$ cat src/hw/rtl/lfob_pkg.sv
`timescale 1ns / 1ps

package lfob_pkg;

    // Field and register widths
    localparam int SENSOR_BITS  = 12;
    localparam int SPEED_BITS   = 12;
    localparam int THR_BITS     = 12;
    localparam int MARGIN_BITS  = 8;
    localparam int FWD_BITS     = 10;
    localparam int DATA_BITS    = 32;
    localparam int ADDR_BITS    = 5;
    localparam int REG_IDX_BITS = 3;

    // Signed width that holds any sensor or threshold plus a sign and one spare bit
    localparam int CMP_BITS = ((SENSOR_BITS > THR_BITS) ? SENSOR_BITS : THR_BITS) + 2;

    // Signed width of 5*fwd +/- 2*d with headroom for saturation
    localparam int LAW_BASE = (SENSOR_BITS > SPEED_BITS) ? SENSOR_BITS : SPEED_BITS;
    localparam int LAW_BITS = ((LAW_BASE > 12) ? LAW_BASE : 12) + 3;

    // Divide by five as multiply by ceil(2^18/5), exact below 2^18
    localparam int RECIP_SHIFT = 18;
    localparam int RECIP_BITS  = 16;
    localparam logic [RECIP_BITS-1:0] RECIP_MUL = RECIP_BITS'((2 ** RECIP_SHIFT + 4) / 5);

    // Fixed wheel commands
    localparam logic signed [SPEED_BITS-1:0] SPIN_FAST        = SPEED_BITS'(200);
    localparam logic signed [SPEED_BITS-1:0] SPIN_FAST_NEG    = SPEED_BITS'(-200);
    localparam logic signed [SPEED_BITS-1:0] STEER_BACK_LEFT  = SPEED_BITS'(-200);
    localparam logic signed [SPEED_BITS-1:0] STEER_BACK_RIGHT = SPEED_BITS'(100);

    // Register reset values
    localparam logic [THR_BITS-1:0]    FRONT_THRESHOLD_RST       = THR_BITS'(300);
    localparam logic [MARGIN_BITS-1:0] SIDE_MARGIN_RST           = MARGIN_BITS'(20);
    localparam logic [THR_BITS-1:0]    SIDE_CLEAR_THRESHOLD_RST  = THR_BITS'(100);
    localparam logic [THR_BITS-1:0]    RECOVERY_THRESHOLD_RST    = THR_BITS'(80);
    localparam logic [THR_BITS-1:0]    GROUND_DARK_THRESHOLD_RST = THR_BITS'(400);
    localparam logic [FWD_BITS-1:0]    LINE_FORWARD_SPEED_RST    = FWD_BITS'(200);

    typedef enum logic [REG_IDX_BITS-1:0] {
        REG_FRONT_THRESHOLD       = 3'd0,
        REG_SIDE_MARGIN           = 3'd1,
        REG_SIDE_CLEAR_THRESHOLD  = 3'd2,
        REG_RECOVERY_THRESHOLD    = 3'd3,
        REG_GROUND_DARK_THRESHOLD = 3'd4,
        REG_LINE_FORWARD_SPEED    = 3'd5
    } reg_idx_t;

    typedef struct packed {
        logic [SENSOR_BITS-1:0] front_right_prox;
        logic [SENSOR_BITS-1:0] left_side_prox;
        logic [SENSOR_BITS-1:0] left_diag_prox;
        logic [SENSOR_BITS-1:0] front_left_prox;
        logic [SENSOR_BITS-1:0] ground_left;
        logic [SENSOR_BITS-1:0] ground_center;
        logic [SENSOR_BITS-1:0] ground_right;
    } sensor_t;

    typedef struct packed {
        logic signed [SPEED_BITS-1:0] left_speed;
        logic signed [SPEED_BITS-1:0] right_speed;
        logic                         avoiding_flag;
        logic                         around_flag;
        logic                         recovery_flag;
        logic                         on_track_flag;
    } cmd_t;

    typedef struct packed {
        logic [THR_BITS-1:0]    front_threshold;
        logic [MARGIN_BITS-1:0] side_margin;
        logic [THR_BITS-1:0]    side_clear_threshold;
        logic [THR_BITS-1:0]    recovery_threshold;
        logic [THR_BITS-1:0]    ground_dark_threshold;
        logic [FWD_BITS-1:0]    line_forward_speed;
    } cfg_t;

    typedef struct packed {
        logic signed [SPEED_BITS-1:0] left_speed;
        logic signed [SPEED_BITS-1:0] right_speed;
    } wheel_t;

endpackage

$ cat src/hw/rtl/lfob_cfg.sv
`timescale 1ns / 1ps

module lfob_cfg
(
    input  logic                           clk,
    input  logic                           rst_n,
    input  logic                           psel,
    input  logic                           penable,
    input  logic                           pwrite,
    input  logic [lfob_pkg::ADDR_BITS-1:0] paddr,
    input  logic [lfob_pkg::DATA_BITS-1:0] pwdata,
    output logic [lfob_pkg::DATA_BITS-1:0] prdata,
    output logic                           pready,
    output lfob_pkg::cfg_t                 cfg
);

    lfob_pkg::cfg_t   cfg_reg;
    lfob_pkg::cfg_t   cfg_next;
    lfob_pkg::reg_idx_t idx;
    logic             wr_en;

    assign idx    = lfob_pkg::reg_idx_t'(paddr[lfob_pkg::ADDR_BITS-1:2]);
    assign wr_en  = psel && penable && pwrite;
    assign pready = 1'b1;
    assign cfg    = cfg_reg;

    // Decode the write transaction
    always_comb
    begin
        cfg_next = cfg_reg;
        if (wr_en)
        begin
            case (idx)
                lfob_pkg::REG_FRONT_THRESHOLD:
                    cfg_next.front_threshold = pwdata[lfob_pkg::THR_BITS-1:0];
                lfob_pkg::REG_SIDE_MARGIN:
                    cfg_next.side_margin = pwdata[lfob_pkg::MARGIN_BITS-1:0];
                lfob_pkg::REG_SIDE_CLEAR_THRESHOLD:
                    cfg_next.side_clear_threshold = pwdata[lfob_pkg::THR_BITS-1:0];
                lfob_pkg::REG_RECOVERY_THRESHOLD:
                    cfg_next.recovery_threshold = pwdata[lfob_pkg::THR_BITS-1:0];
                lfob_pkg::REG_GROUND_DARK_THRESHOLD:
                    cfg_next.ground_dark_threshold = pwdata[lfob_pkg::THR_BITS-1:0];
                lfob_pkg::REG_LINE_FORWARD_SPEED:
                    cfg_next.line_forward_speed = pwdata[lfob_pkg::FWD_BITS-1:0];
                default:
                    cfg_next = cfg_reg;
            endcase
        end
    end

    always_ff @(posedge clk or negedge rst_n)
    begin
        if (!rst_n)
        begin
            cfg_reg.front_threshold       <= lfob_pkg::FRONT_THRESHOLD_RST;
            cfg_reg.side_margin           <= lfob_pkg::SIDE_MARGIN_RST;
            cfg_reg.side_clear_threshold  <= lfob_pkg::SIDE_CLEAR_THRESHOLD_RST;
            cfg_reg.recovery_threshold    <= lfob_pkg::RECOVERY_THRESHOLD_RST;
            cfg_reg.ground_dark_threshold <= lfob_pkg::GROUND_DARK_THRESHOLD_RST;
            cfg_reg.line_forward_speed    <= lfob_pkg::LINE_FORWARD_SPEED_RST;
        end
        else
        begin
            cfg_reg <= cfg_next;
        end
    end

    // Read back
    always_comb
    begin
        prdata = '0;
        case (idx)
            lfob_pkg::REG_FRONT_THRESHOLD:
                prdata = lfob_pkg::DATA_BITS'(cfg_reg.front_threshold);
            lfob_pkg::REG_SIDE_MARGIN:
                prdata = lfob_pkg::DATA_BITS'(cfg_reg.side_margin);
            lfob_pkg::REG_SIDE_CLEAR_THRESHOLD:
                prdata = lfob_pkg::DATA_BITS'(cfg_reg.side_clear_threshold);
            lfob_pkg::REG_RECOVERY_THRESHOLD:
                prdata = lfob_pkg::DATA_BITS'(cfg_reg.recovery_threshold);
            lfob_pkg::REG_GROUND_DARK_THRESHOLD:
                prdata = lfob_pkg::DATA_BITS'(cfg_reg.ground_dark_threshold);
            lfob_pkg::REG_LINE_FORWARD_SPEED:
                prdata = lfob_pkg::DATA_BITS'(cfg_reg.line_forward_speed);
            default:
                prdata = '0;
        endcase
    end

endmodule

$ cat src/hw/rtl/lfob_line_law.sv
`timescale 1ns / 1ps

module lfob_line_law
(
    input  lfob_pkg::sensor_t                item,
    input  logic [lfob_pkg::FWD_BITS-1:0]    fwd,
    output lfob_pkg::wheel_t                 law
);

    localparam int LB = lfob_pkg::LAW_BITS;
    localparam int PB = lfob_pkg::LAW_BITS + lfob_pkg::RECIP_BITS;
    localparam logic signed [LB-1:0] SPD_MAX = LB'(2 ** (lfob_pkg::SPEED_BITS - 1) - 1);
    localparam logic signed [LB-1:0] SPD_MIN = LB'(-(2 ** (lfob_pkg::SPEED_BITS - 1)));

    // Truncating divide by five, then clamp to the speed range
    function automatic logic signed [lfob_pkg::SPEED_BITS-1:0] div5_sat(
        input logic signed [LB-1:0] v);
        logic [LB-1:0]          mag;
        logic [PB-1:0]          prod;
        logic [LB-1:0]          quo;
        logic signed [LB-1:0]   q;
        mag  = v[LB-1] ? LB'(-v) : LB'(v);
        prod = PB'(mag) * PB'(lfob_pkg::RECIP_MUL);
        quo  = LB'(prod[PB-1:lfob_pkg::RECIP_SHIFT]);
        q    = v[LB-1] ? -signed'(quo) : signed'(quo);
        if (q > SPD_MAX)
            div5_sat = lfob_pkg::SPEED_BITS'(SPD_MAX);
        else if (q < SPD_MIN)
            div5_sat = lfob_pkg::SPEED_BITS'(SPD_MIN);
        else
            div5_sat = q[lfob_pkg::SPEED_BITS-1:0];
    endfunction

    logic signed [LB-1:0] gl_s;
    logic signed [LB-1:0] gr_s;
    logic signed [LB-1:0] fwd_s;
    logic signed [LB-1:0] base;
    logic signed [LB-1:0] diff2;

    // Proportional steering on the outer ground pair
    assign gl_s  = signed'(LB'(item.ground_left));
    assign gr_s  = signed'(LB'(item.ground_right));
    assign fwd_s = signed'(LB'(fwd));
    assign base  = (fwd_s <<< 2) + fwd_s;
    assign diff2 = (gr_s - gl_s) <<< 1;

    assign law.left_speed  = div5_sat(base - diff2);
    assign law.right_speed = div5_sat(base + diff2);

endmodule

$ cat src/hw/rtl/lfob_ctrl.sv
`timescale 1ns / 1ps

module lfob_ctrl
(
    input  logic              clk,
    input  logic              rst_n,
    input  logic              advance,
    input  lfob_pkg::sensor_t item,
    input  lfob_pkg::cfg_t    cfg,
    input  lfob_pkg::wheel_t  law,
    output lfob_pkg::cmd_t    cmd
);

    localparam int CB = lfob_pkg::CMP_BITS;

    logic                                 on_track_reg;
    logic                                 avoid_reg;
    logic                                 around_reg;
    logic                                 recover_reg;
    logic signed [lfob_pkg::SPEED_BITS-1:0] held_left_reg;
    logic signed [lfob_pkg::SPEED_BITS-1:0] held_right_reg;

    logic                                 on_track_next;
    logic                                 avoid_next;
    logic                                 around_next;
    logic                                 recover_next;
    logic signed [lfob_pkg::SPEED_BITS-1:0] held_left_next;
    logic signed [lfob_pkg::SPEED_BITS-1:0] held_right_next;
    logic signed [lfob_pkg::SPEED_BITS-1:0] left;
    logic signed [lfob_pkg::SPEED_BITS-1:0] right;

    logic signed [CB-1:0] fr_s;
    logic signed [CB-1:0] fl_s;
    logic signed [CB-1:0] side_s;
    logic signed [CB-1:0] diag_s;
    logic signed [CB-1:0] gl_s;
    logic signed [CB-1:0] gc_s;
    logic signed [CB-1:0] gr_s;
    logic signed [CB-1:0] front_th;
    logic signed [CB-1:0] clear_lvl;
    logic signed [CB-1:0] diag_th;
    logic signed [CB-1:0] rec_th;
    logic signed [CB-1:0] dark_th;
    logic                 front_hit;
    logic                 side_clear;
    logic                 ground_dark;

    // Widen everything to one signed compare width
    assign fr_s      = signed'(CB'(item.front_right_prox));
    assign fl_s      = signed'(CB'(item.front_left_prox));
    assign side_s    = signed'(CB'(item.left_side_prox));
    assign diag_s    = signed'(CB'(item.left_diag_prox));
    assign gl_s      = signed'(CB'(item.ground_left));
    assign gc_s      = signed'(CB'(item.ground_center));
    assign gr_s      = signed'(CB'(item.ground_right));
    assign front_th  = signed'(CB'(cfg.front_threshold));
    assign clear_lvl = front_th - signed'(CB'(cfg.side_margin));
    assign diag_th   = signed'(CB'(cfg.side_clear_threshold));
    assign rec_th    = signed'(CB'(cfg.recovery_threshold));
    assign dark_th   = signed'(CB'(cfg.ground_dark_threshold));

    assign front_hit   = (fl_s > front_th) || (fr_s > front_th);
    assign side_clear  = side_s < clear_lvl;
    assign ground_dark = (gl_s < dark_th) || (gc_s < dark_th) || (gr_s < dark_th);

    // Walk the mode chain in tick order
    always_comb
    begin
        held_left_next  = on_track_reg ? law.left_speed  : held_left_reg;
        held_right_next = on_track_reg ? law.right_speed : held_right_reg;
        left            = held_left_next;
        right           = held_right_next;
        on_track_next   = on_track_reg;
        avoid_next      = avoid_reg || front_hit;
        around_next     = around_reg;
        recover_next    = recover_reg;

        if (avoid_next)
        begin
            if (side_clear)
            begin
                left  = lfob_pkg::SPIN_FAST;
                right = lfob_pkg::SPIN_FAST_NEG;
            end
            else if (side_s >= front_th)
            begin
                avoid_next  = 1'b0;
                around_next = 1'b1;
            end
        end

        if (around_next)
        begin
            if (side_clear && (diag_s < diag_th))
            begin
                left  = lfob_pkg::STEER_BACK_LEFT;
                right = lfob_pkg::STEER_BACK_RIGHT;
            end
            if (ground_dark)
            begin
                around_next   = 1'b0;
                recover_next  = 1'b1;
                on_track_next = 1'b0;
            end
        end

        if (recover_next)
        begin
            if (side_s > rec_th)
            begin
                left  = lfob_pkg::SPIN_FAST;
                right = lfob_pkg::SPIN_FAST_NEG;
            end
            else
            begin
                recover_next  = 1'b0;
                on_track_next = 1'b1;
            end
        end
    end

    assign cmd.left_speed    = left;
    assign cmd.right_speed   = right;
    assign cmd.avoiding_flag = avoid_next;
    assign cmd.around_flag   = around_next;
    assign cmd.recovery_flag = recover_next;
    assign cmd.on_track_flag = on_track_next;

    // Commit the mode state when the transaction moves to the result stage
    always_ff @(posedge clk or negedge rst_n)
    begin
        if (!rst_n)
        begin
            on_track_reg   <= 1'b1;
            avoid_reg      <= 1'b0;
            around_reg     <= 1'b0;
            recover_reg    <= 1'b0;
            held_left_reg  <= '0;
            held_right_reg <= '0;
        end
        else if (advance)
        begin
            on_track_reg   <= on_track_next;
            avoid_reg      <= avoid_next;
            around_reg     <= around_next;
            recover_reg    <= recover_next;
            held_left_reg  <= held_left_next;
            held_right_reg <= held_right_next;
        end
    end

    // Recovery and line following are mutually exclusive
    assert property (@(posedge clk) disable iff (!rst_n) on_track_reg != recover_reg)
        else $error("on_track and recovery both set or both clear");

    // Held speeds change only on an on-track tick
    assert property (@(posedge clk) disable iff (!rst_n)
        (advance && !on_track_reg) |=> ($stable(held_left_reg) && $stable(held_right_reg)))
        else $error("held speeds changed off track");

    // Mode state holds while no transaction advances
    assert property (@(posedge clk) disable iff (!rst_n)
        !advance |=> ($stable(avoid_reg) && $stable(around_reg) && $stable(recover_reg)
                      && $stable(on_track_reg)))
        else $error("mode state changed without a transaction");

endmodule

$ cat src/hw/rtl/line_follow_obstacle_bypass_core.sv
`timescale 1ns / 1ps

// Channel   Direction  Handshake                     Payload
// sensor    in         sensor_valid / sensor_ready   lfob_pkg::sensor_t
// cmd       out        cmd_valid / cmd_ready         lfob_pkg::cmd_t
// apb       in/out     psel, penable, pwrite, pready paddr, pwdata, prdata
//
// One transaction per cycle sustained while cmd is not stalled; a result is offered
// on cmd from the result register, after its sensor transaction is accepted into the input register.
// The mode chain and line law sit between those two registers as combinational logic.
// Reset restores register defaults, on-track mode and zero held speeds.
// A stalled cmd holds its result; a new sensor transaction is still taken
// while the input register is empty or moving on.

module line_follow_obstacle_bypass_core
(
    input  logic                           clk,
    input  logic                           rst_n,
    input  logic                           sensor_valid,
    output logic                           sensor_ready,
    input  lfob_pkg::sensor_t              sensor,
    output logic                           cmd_valid,
    input  logic                           cmd_ready,
    output lfob_pkg::cmd_t                 cmd,
    input  logic                           psel,
    input  logic                           penable,
    input  logic                           pwrite,
    input  logic [lfob_pkg::ADDR_BITS-1:0] paddr,
    input  logic [lfob_pkg::DATA_BITS-1:0] pwdata,
    output logic [lfob_pkg::DATA_BITS-1:0] prdata,
    output logic                           pready
);

    lfob_pkg::cfg_t    cfg;
    lfob_pkg::wheel_t  law;
    lfob_pkg::cmd_t    cmd_calc;
    lfob_pkg::sensor_t sensor_reg;
    lfob_pkg::cmd_t    cmd_reg;
    logic              in_valid_reg;
    logic              out_valid_reg;
    logic              advance;

    lfob_cfg u_cfg
    (
        .clk     (clk),
        .rst_n   (rst_n),
        .psel    (psel),
        .penable (penable),
        .pwrite  (pwrite),
        .paddr   (paddr),
        .pwdata  (pwdata),
        .prdata  (prdata),
        .pready  (pready),
        .cfg     (cfg)
    );

    lfob_line_law u_law
    (
        .item (sensor_reg),
        .fwd  (cfg.line_forward_speed),
        .law  (law)
    );

    lfob_ctrl u_ctrl
    (
        .clk     (clk),
        .rst_n   (rst_n),
        .advance (advance),
        .item    (sensor_reg),
        .cfg     (cfg),
        .law     (law),
        .cmd     (cmd_calc)
    );

    // Advance when the result register is free or being drained
    assign advance      = in_valid_reg && (!out_valid_reg || cmd_ready);
    assign sensor_ready = !in_valid_reg || advance;
    assign cmd_valid    = out_valid_reg;
    assign cmd          = cmd_reg;

    always_ff @(posedge clk or negedge rst_n)
    begin
        if (!rst_n)
        begin
            in_valid_reg  <= 1'b0;
            out_valid_reg <= 1'b0;
        end
        else
        begin
            if (sensor_ready)
                in_valid_reg <= sensor_valid;
            if (advance)
                out_valid_reg <= 1'b1;
            else if (cmd_ready)
                out_valid_reg <= 1'b0;
        end
    end

    // Payload registers
    always_ff @(posedge clk)
    begin
        if (sensor_ready && sensor_valid)
            sensor_reg <= sensor;
        if (advance)
            cmd_reg <= cmd_calc;
    end

endmodule
$ cat config.mk
export PLATFORM = sky130hd
export DESIGN_NAME = line_follow_obstacle_bypass_core
export DESIGN_NICKNAME = d
export VERILOG_FILES = /design/src/hw/rtl/lfob_pkg.sv /design/src/hw/rtl/lfob_cfg.sv /design/src/hw/rtl/lfob_line_law.sv /design/src/hw/rtl/lfob_ctrl.sv /design/src/hw/rtl/line_follow_obstacle_bypass_core.sv
export SDC_FILE = /design/constraint.sdc
export NUM_CORES = 1
export LEC_CHECK = 0
export ABC_AREA = 0
export ABC_CLOCK_PERIOD_IN_PS = 17400
export BUFFER_PORTS_ARGS = -buffer_cell sky130_fd_sc_hd__buf_2
export CAP_MARGIN = 5
export CORE_MARGIN = 5
export CORE_UTILIZATION = 45
export DETAILED_ROUTE_END_ITERATION = 6
export PLACE_DENSITY = 0.65
export SKIP_CTS_REPAIR_TIMING = 1
export SYNTH_ARGS = -nofsm -noshare
export SYNTH_HDL_FRONTEND = slang
export SYNTH_SLANG_ARGS = --single-unit
$ cat constraint.sdc
create_clock -name clk -period 17.4 [get_ports clk]
set_clock_uncertainty 0.15 [all_clocks]
set_input_delay 2.61 -clock clk [delete_from_list [all_inputs] [get_ports clk]]
set_output_delay 2.61 -clock clk [all_outputs]
set_load 0.05 [all_outputs]
==> results.json <==
{
  "critPathCapture": "cmd[7]",
  "rsz0062_at_grt": "false",
  "whs_ns": 0.332,
  "ys_seq_area_share_pct": 25.7,
  "area_delta_synth_final_pct": 9.06,
  "rows": 82,
  "synth_area_um2": 22500,
  "cpMaxStageDelayCell": "nand4bb_1",
  "final_cells": 3224,
  "drc": 0,
  "nFillCells": 4662,
  "die_area_um2": 54600,
  "drv_slew": 0,
  "setup.worst_path.start": "sensor_reg[25]",
  "cts_buffers": 22,
  "cts_max_level": 1,
  "r2r-end": "cmd[7]",
  "antenna_found_initial": 1,
  "crit_fanout": 18,
  "timing.fmax_ghz": 0.0772,
  "gp_congestion": 0.925,
  "layout-drive-gt1-share_pct": 10.8,
  "io_pins": 191,
  "min_period_over_period_pct": 74.5,
  "multi_input_area_um2": 15100,
  "layout.cells.most_common_list": "377 x ha_1, 349 x inv_1, 169 x nand2_1",
  "synth_area_per_cell_um2": 9.32,
  "clock_latency_ns": 0.53,
  "die_w_um": 234,
  "netlist_instances": 2416,
  "cts-root-buf": "clkbuf_16",
  "r2r-start": "sensor_reg[25]",
  "io_buffers": 147,
  "setup-tns-final_ns": 0,
  "drt-initial-drc-count": 1074,
  "wirelength_um": 59600,
  "grt_pass1_wl_um": 95900,
  "finalHoldViolations": 0,
  "reg2reg_depth": 45,
  "die_h_um": 234,
  "grt.overflow.total": 0,
  "start_kind": "register",
  "status": "finished, final reports clean",
  "cp.arrival_ns": 13.01,
  "hold_path.startpoint": "u_ctrl.held_left_reg[11]",
  "ys_async_sr_fraction_pct": 46.2,
  "maxCapViolations": 0,
  "slowest_delay_ns": 0.80,
  "viasPerCell": 5.50,
  "final_nets": 3161,
  "cts_buffer_depth": 3,
  "ant_nets": 0,
  "seq_area_um2": 5790,
  "slew_headroom_pct": 17.2,
  "synth_xor_xnor_area_share_pct": 4.67,
  "synth_top_family_by_area": "adder cells",
  "crit_path_end_kind": "register",
  "synth_top_flop_cell": "edfxtp_1",
  "dp.cells": 3183,
  "hp-class": "reg2reg",
  "cts_tree": "yes",
  "synthAdderAreaFrac_pct": 31.7,
  "final-setup-viol-count": 0,
  "synth.area.mux_share_pct": 2.25,
  "synthDistinctLibCells": 94,
  "yosysWarningCount": 0,
  "core_area_um2": 49900,
  "grt_max_degree": 70,
  "clk_pin_slew_worst_paths_ns": 0.07,
  "worstPathRequired_ns": 17.45,
  "mostFrequentLayoutCell": "ha_1",
  "reg2reg_slack_ns": 4.44,
  "vias": 17700,
  "drtPass1Iterations": 5,
  "drt-wirelength-per-cell_um": 18.5,
  "cts.sinks": 208,
  "dp_hpwl_um": 50000,
  "ys_ff_latch": 208,
  "synth-edff-count": 112,
  "largest_register_ffs": 84,
  "synth-simple-area-share_pct": 11.7,
  "synth_compound_area_share_pct": 16.2,
  "path_common_cell": "a21o_1",
  "grt_usage_pct": 21.7,
  "crit_type": "reg2reg",
  "period_minus_slack_ns": 12.96,
  "first_global_vias": 18300,
  "initial_utilization_pct": 45.2,
  "worstMarginPinSlew_ns": 1.24
}
per-layer routing:
metal,global-route usage (%),up-vias,part of all wire (%)
li1,-,8627,-
met1,28.2,8576,44
met2,38.6,420,49
met3,2.05,109,3.7
met4,6.53,0,3.2
met5,0,-,0
synth_stat cells (12+ instances only):
library cell,n,area [um^2]
a211oi_1,17,128
a21o_1,70,526
a21oi_1,146,731
a31oi_1,24,150
and2_1,16,100
and3_1,15,93.8
buf_4,22,165
clkbuf_1,47,176
dfrtp_1,78,1950
dfstp_2,18,473
edfxtp_1,112,3360
fa_1,121,2420
ha_1,377,4720
inv_1,349,1310
mux2_2,27,304
mux2i_1,18,180
nand2_1,169,634
nand2b_1,27,169
nand3_1,35,175
nand4_1,21,131
nor2_1,146,548
nor2b_1,21,131
nor3_1,41,205
nor4_1,12,75.1
o211ai_1,14,105
o21a_1,26,195
o21ai_0,134,671
o21bai_1,14,105
or3_1,12,75.1
xnor2_1,82,718
xor2_1,38,333
cell families after synthesis:
group | count (synthesis)
AO/OA/AOI/OAI | 557
AND/OR/NAND/NOR | 552
adder cells (fa/ha/maj) | 498
buffers and inverters | 433
flip-flops | 208
XOR/XNOR | 120
multiplexers | 46
other | 2
worst min path at each step:
stage                                           end  slack [ns]  cells past startpoint
after floorplan            u_ctrl.held_left_reg[11]        0.30                      2
after global placement     u_ctrl.held_left_reg[11]        0.31                      2
after detailed placement   u_ctrl.held_left_reg[11]        0.32                      2
after CTS                  u_ctrl.held_left_reg[11]        0.34                      2
after global routing      u_ctrl.held_right_reg[11]        0.36                      2
final                      u_ctrl.held_left_reg[11]        0.33                      2
critical path, delay by kind of cell, from the launching register on:
kind                     cells  cell delay [ns]
AO/OA/AOI/OAI               17             4.38
adder cells (fa/ha/maj)      9             3.74
flip-flops                   1             0.46
buffers and inverters        5             0.38
XOR/XNOR                     3             1.00
AND/OR/NAND/NOR             11             2.52
cell type report:
class	instances	share of cell area, %
multi-input cells	1798	61.4
flip-flops and latches	208	23.6
inverters	349	5.33
well taps	672	3.42
repair buffers	156	3.28
clock buffers	30	2.70
clock inverters	10	0.265
diodes	1	0.0102
metrics by stage:
| step | setup WS (ns) | util, % | instance area, um^2 |
|---|---|---|---|
| 6_report | 4.44 | 49.3 | 24600 |
| 2_1_floorplan | 6.40 | - | 22600 |
| 3_5_place_dp | 4.40 | 47.8 | 23800 |
| 5_1_grt | 3.59 | 49.3 | 24600 |
| 3_3_place_gp | 4.58 | 47.8 | 23800 |
| 4_1_cts | 4.30 | 49.3 | 24600 |
Power is not shown: default switching activity piles up to over one toggle a cycle in this logic, so the estimate is an artifact.
